<file path="src/rtl/core/dss_pkg.sv">
// Shared types, codes and defaults for the dual stack block.
package dss_pkg;

   localparam int STACK_DEPTH_DEFAULT = 16;
   localparam int WORD_WIDTH_DEFAULT  = 32;

   localparam int CMD_W   = 2;
   localparam int DATA_W  = 32;
   localparam int COUNT_W = 5;
   localparam int STAT_W  = 2;

   localparam logic [CMD_W-1:0] CMD_PUSH = 2'd0;
   localparam logic [CMD_W-1:0] CMD_POP  = 2'd1;
   localparam logic [CMD_W-1:0] CMD_LIST = 2'd2;
   localparam logic [CMD_W-1:0] CMD_SIZE = 2'd3;

   localparam logic [STAT_W-1:0] STATUS_OK    = 2'd0;
   localparam logic [STAT_W-1:0] STATUS_FULL  = 2'd1;
   localparam logic [STAT_W-1:0] STATUS_EMPTY = 2'd2;

   localparam logic STACK_BLUE = 1'b0;
   localparam logic STACK_RED  = 1'b1;

   // chain operations
   localparam logic [1:0] OP_HOLD   = 2'd0;
   localparam logic [1:0] OP_PUSH   = 2'd1;
   localparam logic [1:0] OP_POP    = 2'd2;
   localparam logic [1:0] OP_ROTATE = 2'd3;

   typedef struct packed {
      logic [CMD_W-1:0]  command;
      logic              stack_select;
      logic [DATA_W-1:0] push_value;
   } req_type;

   typedef struct packed {
      logic [STAT_W-1:0]  status;
      logic [DATA_W-1:0]  data_out;
      logic [COUNT_W-1:0] count;
      logic               last;
   } rsp_type;

   typedef struct packed {
      logic [1:0] op;
   } chain_ctl_type;

endpackage

</file>
<file path="src/rtl/core/dual_stack_shared_store.sv">
// Push, pop and size put their result word in the output register in the cycle after the
// request word: one request word per cycle while the output is not stalled and no list
// runs, one result word each. A list enters the list state, then puts each word in that
// register whenever it is free; n entries give n words, request side held until the last,
// one chain rotation per word. An empty list gives a single result word with empty status.
// Synchronous reset clears both counts and all cell valid bits; words are not reset.
module dual_stack_shared_store
   import dss_pkg::*;
#(
   parameter int STACK_DEPTH = STACK_DEPTH_DEFAULT,
   parameter int WORD_WIDTH  = WORD_WIDTH_DEFAULT
) (
   input  logic    clock,
   input  logic    reset,
   input  logic    req_valid,
   output logic    req_stall,
   input  req_type req_data,
   output logic    rsp_valid,
   input  logic    rsp_stall,
   output rsp_type rsp_data
);

   localparam int CNT_W = $clog2(STACK_DEPTH + 1);

   localparam logic ST_IDLE = 1'b0;
   localparam logic ST_LIST = 1'b1;

   logic                  state_ff, state_in;
   logic                  list_sel_ff, list_sel_in;
   logic [CNT_W-1:0]      list_left_ff, list_left_in;
   logic                  rsp_valid_ff, rsp_valid_in;
   rsp_type               rsp_data_ff, rsp_data_in;

   chain_ctl_type         ctl_blue, ctl_red;
   logic [WORD_WIDTH-1:0] top_blue, top_red, top_sel;
   logic [CNT_W-1:0]      cnt_blue, cnt_red, cnt_sel;
   logic [1:0]            op_sel;
   logic                  sel, out_free, accept;
   logic [WORD_WIDTH-1:0] push_word;

   assign out_free  = !rsp_valid_ff || !rsp_stall;
   assign req_stall = (state_ff == ST_LIST) || !out_free;
   assign accept    = req_valid && !req_stall;
   assign sel       = (state_ff == ST_LIST) ? list_sel_ff : req_data.stack_select;
   assign top_sel   = (sel == STACK_RED) ? top_red : top_blue;
   assign cnt_sel   = (sel == STACK_RED) ? cnt_red : cnt_blue;
   assign push_word = WORD_WIDTH'(req_data.push_value);

   always_comb begin
      state_in     = state_ff;
      list_sel_in  = list_sel_ff;
      list_left_in = list_left_ff;
      rsp_valid_in = rsp_valid_ff && rsp_stall;
      rsp_data_in  = rsp_data_ff;
      op_sel       = OP_HOLD;
      if (accept) begin
         rsp_valid_in         = 1'b1;
         rsp_data_in.status   = STATUS_OK;
         rsp_data_in.data_out = '0;
         rsp_data_in.count    = COUNT_W'(cnt_sel);
         rsp_data_in.last     = 1'b1;
         case (req_data.command)
            CMD_PUSH: begin
               if (cnt_sel == CNT_W'(STACK_DEPTH)) begin
                  rsp_data_in.status = STATUS_FULL;
               end else begin
                  rsp_data_in.count = COUNT_W'(CNT_W'(cnt_sel + 1'b1));
                  op_sel            = OP_PUSH;
               end
            end
            CMD_POP: begin
               if (cnt_sel == '0) begin
                  rsp_data_in.status = STATUS_EMPTY;
               end else begin
                  rsp_data_in.data_out = DATA_W'(top_sel);
                  rsp_data_in.count    = COUNT_W'(CNT_W'(cnt_sel - 1'b1));
                  op_sel               = OP_POP;
               end
            end
            CMD_LIST: begin
               if (cnt_sel == '0) begin
                  rsp_data_in.status = STATUS_EMPTY;
               end else begin
                  rsp_valid_in = rsp_valid_ff && rsp_stall;
                  rsp_data_in  = rsp_data_ff;
                  state_in     = ST_LIST;
                  list_sel_in  = req_data.stack_select;
                  list_left_in = cnt_sel;
               end
            end
            CMD_SIZE: begin
               if (cnt_sel == '0) begin
                  rsp_data_in.status = STATUS_EMPTY;
               end
            end
            default: begin
               rsp_data_in.status = STATUS_OK;
            end
         endcase
      end else if (state_ff == ST_LIST && out_free) begin
         rsp_valid_in         = 1'b1;
         rsp_data_in.status   = STATUS_OK;
         rsp_data_in.data_out = DATA_W'(top_sel);
         rsp_data_in.count    = COUNT_W'(cnt_sel);
         rsp_data_in.last     = (list_left_ff == CNT_W'(1));
         op_sel               = OP_ROTATE;
         list_left_in         = CNT_W'(list_left_ff - 1'b1);
         if (list_left_ff == CNT_W'(1)) begin
            state_in = ST_IDLE;
         end
      end
   end

   assign ctl_blue.op = (sel == STACK_BLUE) ? op_sel : OP_HOLD;
   assign ctl_red.op  = (sel == STACK_RED)  ? op_sel : OP_HOLD;

   always_ff @(posedge clock) begin
      if (reset) begin
         state_ff     <= ST_IDLE;
         rsp_valid_ff <= 1'b0;
         list_left_ff <= '0;
      end else begin
         state_ff     <= state_in;
         rsp_valid_ff <= rsp_valid_in;
         list_left_ff <= list_left_in;
      end
   end

   always_ff @(posedge clock) begin
      list_sel_ff <= list_sel_in;
      rsp_data_ff <= rsp_data_in;
   end

   dss_chain #(
      .STACK_DEPTH(STACK_DEPTH),
      .WORD_WIDTH (WORD_WIDTH)
   ) u_blue (
      .clock    (clock),
      .reset    (reset),
      .ctl      (ctl_blue),
      .push_data(push_word),
      .top_data (top_blue),
      .count    (cnt_blue)
   );

   dss_chain #(
      .STACK_DEPTH(STACK_DEPTH),
      .WORD_WIDTH (WORD_WIDTH)
   ) u_red (
      .clock    (clock),
      .reset    (reset),
      .ctl      (ctl_red),
      .push_data(push_word),
      .top_data (top_red),
      .count    (cnt_red)
   );

   assign rsp_valid = rsp_valid_ff;
   assign rsp_data  = rsp_data_ff;

endmodule

</file>
<file path="src/rtl/core/dss_cell.sv">
// One stack cell: holds a word and its valid bit, shifts with its neighbors.
module dss_cell
   import dss_pkg::*;
#(
   parameter int WORD_WIDTH = WORD_WIDTH_DEFAULT
) (
   input  logic                  clock,
   input  logic                  reset,
   input  chain_ctl_type         ctl,
   input  logic [WORD_WIDTH-1:0] data_above,
   input  logic                  valid_above,
   input  logic [WORD_WIDTH-1:0] data_below,
   input  logic                  valid_below,
   input  logic [WORD_WIDTH-1:0] wrap_data,
   output logic [WORD_WIDTH-1:0] data,
   output logic                  valid
);

   logic [WORD_WIDTH-1:0] data_ff, data_in;
   logic                  valid_ff, valid_in;

   always_comb begin
      data_in  = data_ff;
      valid_in = valid_ff;
      case (ctl.op)
         OP_PUSH: begin
            data_in  = data_above;
            valid_in = valid_above;
         end
         OP_POP: begin
            data_in  = data_below;
            valid_in = valid_below;
         end
         OP_ROTATE: begin
            // bottom occupied cell takes the old top word
            data_in = (valid_ff && !valid_below) ? wrap_data : data_below;
         end
         default: begin
            data_in  = data_ff;
            valid_in = valid_ff;
         end
      endcase
   end

   always_ff @(posedge clock) begin
      if (reset) begin
         valid_ff <= 1'b0;
      end else begin
         valid_ff <= valid_in;
      end
   end

   always_ff @(posedge clock) begin
      data_ff <= data_in;
   end

   assign data  = data_ff;
   assign valid = valid_ff;

endmodule

</file>
<file path="src/rtl/core/dss_chain.sv">
// One stack: a row of cells with the top at cell 0, plus its entry count.
module dss_chain
   import dss_pkg::*;
#(
   parameter int STACK_DEPTH = STACK_DEPTH_DEFAULT,
   parameter int WORD_WIDTH  = WORD_WIDTH_DEFAULT,
   localparam int CNT_W      = $clog2(STACK_DEPTH + 1)
) (
   input  logic                  clock,
   input  logic                  reset,
   input  chain_ctl_type         ctl,
   input  logic [WORD_WIDTH-1:0] push_data,
   output logic [WORD_WIDTH-1:0] top_data,
   output logic [CNT_W-1:0]      count
);

   logic [WORD_WIDTH-1:0] cell_data  [STACK_DEPTH];
   logic                  cell_valid [STACK_DEPTH];
   logic [CNT_W-1:0]      count_ff, count_in;

   genvar i;
   generate
      for (i = 0; i < STACK_DEPTH; i++) begin : g_cell
         logic [WORD_WIDTH-1:0] above_d, below_d;
         logic                  above_v, below_v;
         if (i == 0) begin : g_top
            assign above_d = push_data;
            assign above_v = 1'b1;
         end else begin : g_mid
            assign above_d = cell_data[i-1];
            assign above_v = cell_valid[i-1];
         end
         if (i == STACK_DEPTH - 1) begin : g_bot
            assign below_d = '0;
            assign below_v = 1'b0;
         end else begin : g_up
            assign below_d = cell_data[i+1];
            assign below_v = cell_valid[i+1];
         end
         dss_cell #(
            .WORD_WIDTH(WORD_WIDTH)
         ) u_cell (
            .clock      (clock),
            .reset      (reset),
            .ctl        (ctl),
            .data_above (above_d),
            .valid_above(above_v),
            .data_below (below_d),
            .valid_below(below_v),
            .wrap_data  (cell_data[0]),
            .data       (cell_data[i]),
            .valid      (cell_valid[i])
         );
      end
   endgenerate

   always_comb begin
      case (ctl.op)
         OP_PUSH: count_in = CNT_W'(count_ff + 1'b1);
         OP_POP:  count_in = CNT_W'(count_ff - 1'b1);
         default: count_in = count_ff;
      endcase
   end

   always_ff @(posedge clock) begin
      if (reset) begin
         count_ff <= '0;
      end else begin
         count_ff <= count_in;
      end
   end

   assign top_data = cell_data[0];
   assign count    = count_ff;

endmodule

</file>
<file path="config.mk">
export PLATFORM = sky130hd
export DESIGN_NAME = dual_stack_shared_store
export DESIGN_NICKNAME = d
export VERILOG_FILES = /design/src/rtl/core/dss_pkg.sv /design/src/rtl/core/dual_stack_shared_store.sv /design/src/rtl/core/dss_cell.sv /design/src/rtl/core/dss_chain.sv
export SDC_FILE = /design/constraint.sdc
export NUM_CORES = 2
export LEC_CHECK = 0
export ABC_AREA = 1
export CAP_MARGIN = 20
export CORE_ASPECT_RATIO = 1.1
export CORE_MARGIN = 2
export CORE_UTILIZATION = 29
export DETAILED_ROUTE_END_ITERATION = 10
export DONT_BUFFER_PORTS = 1
export PLACE_DENSITY = 0.43
export SYNTH_ARGS = -nofsm -noshare
export SYNTH_HDL_FRONTEND = slang
export SYNTH_SLANG_ARGS = --single-unit
</file>
<file path="constraint.sdc">
create_clock -name clock -period 20.4 [get_ports clock]
set_clock_uncertainty 0.2 [all_clocks]
set_input_delay 0 -clock clock [delete_from_list [all_inputs] [get_ports clock]]
set_output_delay 0 -clock clock [all_outputs]
set_load 0.01 [all_outputs]
</file>
==> results.yml <==
outcome:
  run_status: "finished, final reports clean"
clock_network:
  tritoncts: "yes"
  postcts_setup_bufs: 0
  clk_transition_reported_paths_ns: 0.06
  clk_path_buf_depth: 3
  clock_tree.htree_level_count: 4
  cts.sinks: 1114
  clkLatencyLatePin_ns: 0.78
  cts_buffers: 142
  ctsRootBufferMaster: "clkbuf_16"
global_route:
  maximum_number_of_pins_on_one_net_before_global_route_repair: 214
  grt_pass1_vias: 49600
  overflow: 0
  antenna_found_initial: 16
  global_route_wire_length_before_repair_mm: 327
  global_route.usage.total: 0.199
floorplanning:
  die_width_um: 440
  row_count: 176
  effective_utilization_at_floorplan: 0.291
  dieHeight_um: 484
  io-pin-count: 81
  die_area_um2: 213000
  core_region_area_um2: 209000
timing:
  finalCriticalPeriod_ns: 7.17
  min_period_over_period: 0.351
  timing.max_slew.rel_slack: 0.181
  rsz0062_at_grt: "false"
  finalHoldViolCount: 0
  timing.setup.tns_ns: 0
  worst_slack_ns: 13.23
  timing_max_transition_violations_final: 0
  setup_viol: 0
  tightest_slew_ns: 1.23
  maxClockFrequency_ghz: 0.140
critical_path:
  worst_path_largest_cell_delay_ns: 0.80
  critPathSlowestCell: "buf_4"
  largest_driver_fanout_on_the_critical_path: 122
  worst-path-buf-inv: 7
  critPathRequiredTime_ns: 20.68
  worstPathArrival_ns: 7.45
  crit_family: "buffers and inverters"
  worstSetupEndpointType: "register"
  timing.critical_path.from_type: "register"
  crit_chain: "inv_2, nand2_1, nand2_1, buf_4, nand2_1, nand2_1, ha_1, nand3_1, nor2_8, nand2_4, nand2_2, nand2_8, nand2_1, nor2_1, ha_2, buf_4, nor2_4, inv_8, buf_4, buf_4, buf_4, o221ai_1"
  setup.worst_path.class: "register to register"
drt:
  drt_first_iter_violations: 5508
  highest-signal-layer: "met5"
  vias_per_cell: 5.52
  remaining_drc_errors: 0
  route.met2.wl_mm: 104
  met3_length_mm: 11.3
  dr_total_vias: 51100
  route.detailed.wl_per_inst_um: 23.6
  m1WireLength_mm: 96.9
  antenna_violating_nets_post_route: 0
  routed_wirelength_mm: 219
  firstDrtPassIters: 5
power_and_ir_drop:
  finalPower_uw: 7160
  worst_ir_drop_vdd_uv: 69.8
  p_per_area_nw_per_um2: 106
  leakage_uw: 0.0268
yosys:
  post_synth_num_cell_types: 32
  synth.yosys.seq_area_share: 0.544
  synth-compound-area-share: 0.202
  synth-simple-area-share: 0.139
  mapped_cells: 6722
  yosysWarnings: 0
  synth_seq_cells: 1114
  synthesis.area_um2: 60600
  yosys-mux-area-fraction: 0
  mean_cell_area_of_the_mapped_netlist_um2: 9.02
  postSynthNetCount: 6779
  post_synth_fa_ha_maj_area_fraction: 0.00396
  post_synth_xor_area_fraction: 0.000867
  main_combinational_cell_family_by_area_after_synthesis: "compound AO/OA/AOI/OAI gates"
job:
  maxCapViolations: 0
worst_hold_path:
  worst_hold_path_type: "input port to register"
layout:
  final_layout_size_suffix_gt1_frac: 0.0503
  synthToLayoutAreaGrowth_pct: 11.4
  leading_cell_types_in_the_layout_fill_and_taps_excluded: "nand2_1, edfxtp_1, inv_1"
  design.final.nets: 6450
  layout.filler_cells: 21700
  final_common_cell: "nand2_1"
placement:
  hpwlAfterDp_mm: 116
  finalWeightedCongestion: 0.799
  dp_worst_setup_slack_ns: 13.34
  port_buffers: 0
cells by family (layout without fill, tap and decap cells):
kind of cell,Yosys count,count (layout)
flops,1114,1114
fa+ha+maj,18,18
buf+inv,1700,1479
other cells,0,5
compound gates,2004,2004
simple gates,1880,1880
xor+xnor,6,6
state kept, by name, indices dropped and copies added, names as in the netlist:
name,flops
u_red.g_cell.u_cell.data,512
u_blue.g_cell.u_cell.data,512
rsp_data,40
list_left_ff,5
list_sel_ff,1
rsp_valid,1
u_blue.count,5
u_blue.g_cell.u_cell.valid,16
state_ff,1
u_red.g_cell.u_cell.valid,16
u_red.count,5
timing repair:
item | 4_1_cts | 5_1_grt
endpoints found under the hold margin | 174 | 0
resized for setup | 0 | 0
hold buffers | 76 | 0
worst register-to-register path, delay by kind of cell (launching register included):
kind	cells	cell delay, ns
fa+ha+maj	2	0.45
compound gates	1	0.28
simple gates	12	1.79
flops	1	0.39
buf+inv	7	3.74
layout make-up:
type,count,area (um2),area share
clock buffer,195,3930,0.0582
antenna,5,12.5,0.000185
sequential,1114,33000,0.488
tap,2759,3450,0.0511
clock inverter,57,332,0.00491
timing repair buffer,177,1660,0.0246
inverter,1050,4000,0.0592
multi-input combinational,3908,21200,0.314
power by group:
part | switching, uW | internal (uW) | leakage, uW
combinational | 1150 | 374 | 0.0141
clock | 1030 | 1370 | 0.00207
sequential | 191 | 3050 | 0.0106
total | 2370 | 4790 | 0.0268
through the flow:
stage          utilization  hold slack, ns  instances  instance area, um2
2_1_floorplan            -          -0.101       6722               60600
3_3_place_gp         0.299          -0.112       8929               62400
3_5_place_dp         0.299          -0.113       8929               62400
4_1_cts              0.323         0.00494       9257               67400
5_1_grt              0.324          0.0323       9261               67500
6_report             0.324          0.0637       9265               67500
synthesized netlist by cell type, drive strengths merged:
master	number	area, um2
o21ai	629	3150
or2	1	6.26
nand2	1174	4430
nand4	516	3230
a21oi	438	2190
dfxtp	49	981
a22oi	32	240
o21a	32	240
nand3	37	185
o22ai	480	3000
o31ai	2	15.0
inv	1050	3940
buf	129	777
xnor2	1	8.76
xor2	5	43.8
a31oi	2	12.5
edfxtp	1065	32000
fa	2	40.0
nor2	152	587
ha	16	200
o211a	1	10.0
a211oi	3	22.5
o221ai	385	3370
clkbuf	521	1960
per-layer routing:
layer  GRT usage  vias up
li1            -    23500
met1       0.272    25700
met2       0.322     1570
met3      0.0269      324
met4      0.0680        2
met5           0        -
worst paths after layout:
check | start | end | slack [ns] | cells past startpoint
min reg2reg | u_red.count[4]$_SDFFE_PP0P_ | u_red.count[4]$_SDFFE_PP0P_ | 0.31 | 2
max | state_ff$_SDFFE_PP0P_ | u_red.g_cell[3].u_cell.data[15]$_DFFE_PP_ | 13.23 | 22
min | reset | u_blue.count[2]$_SDFFE_PP0P_ | 0.06 | 5
max reg2reg | state_ff$_SDFFE_PP0P_ | u_red.g_cell[3].u_cell.data[15]$_DFFE_PP_ | 13.23 | 22
Note: power is estimated with default switching activity, not from simulation.
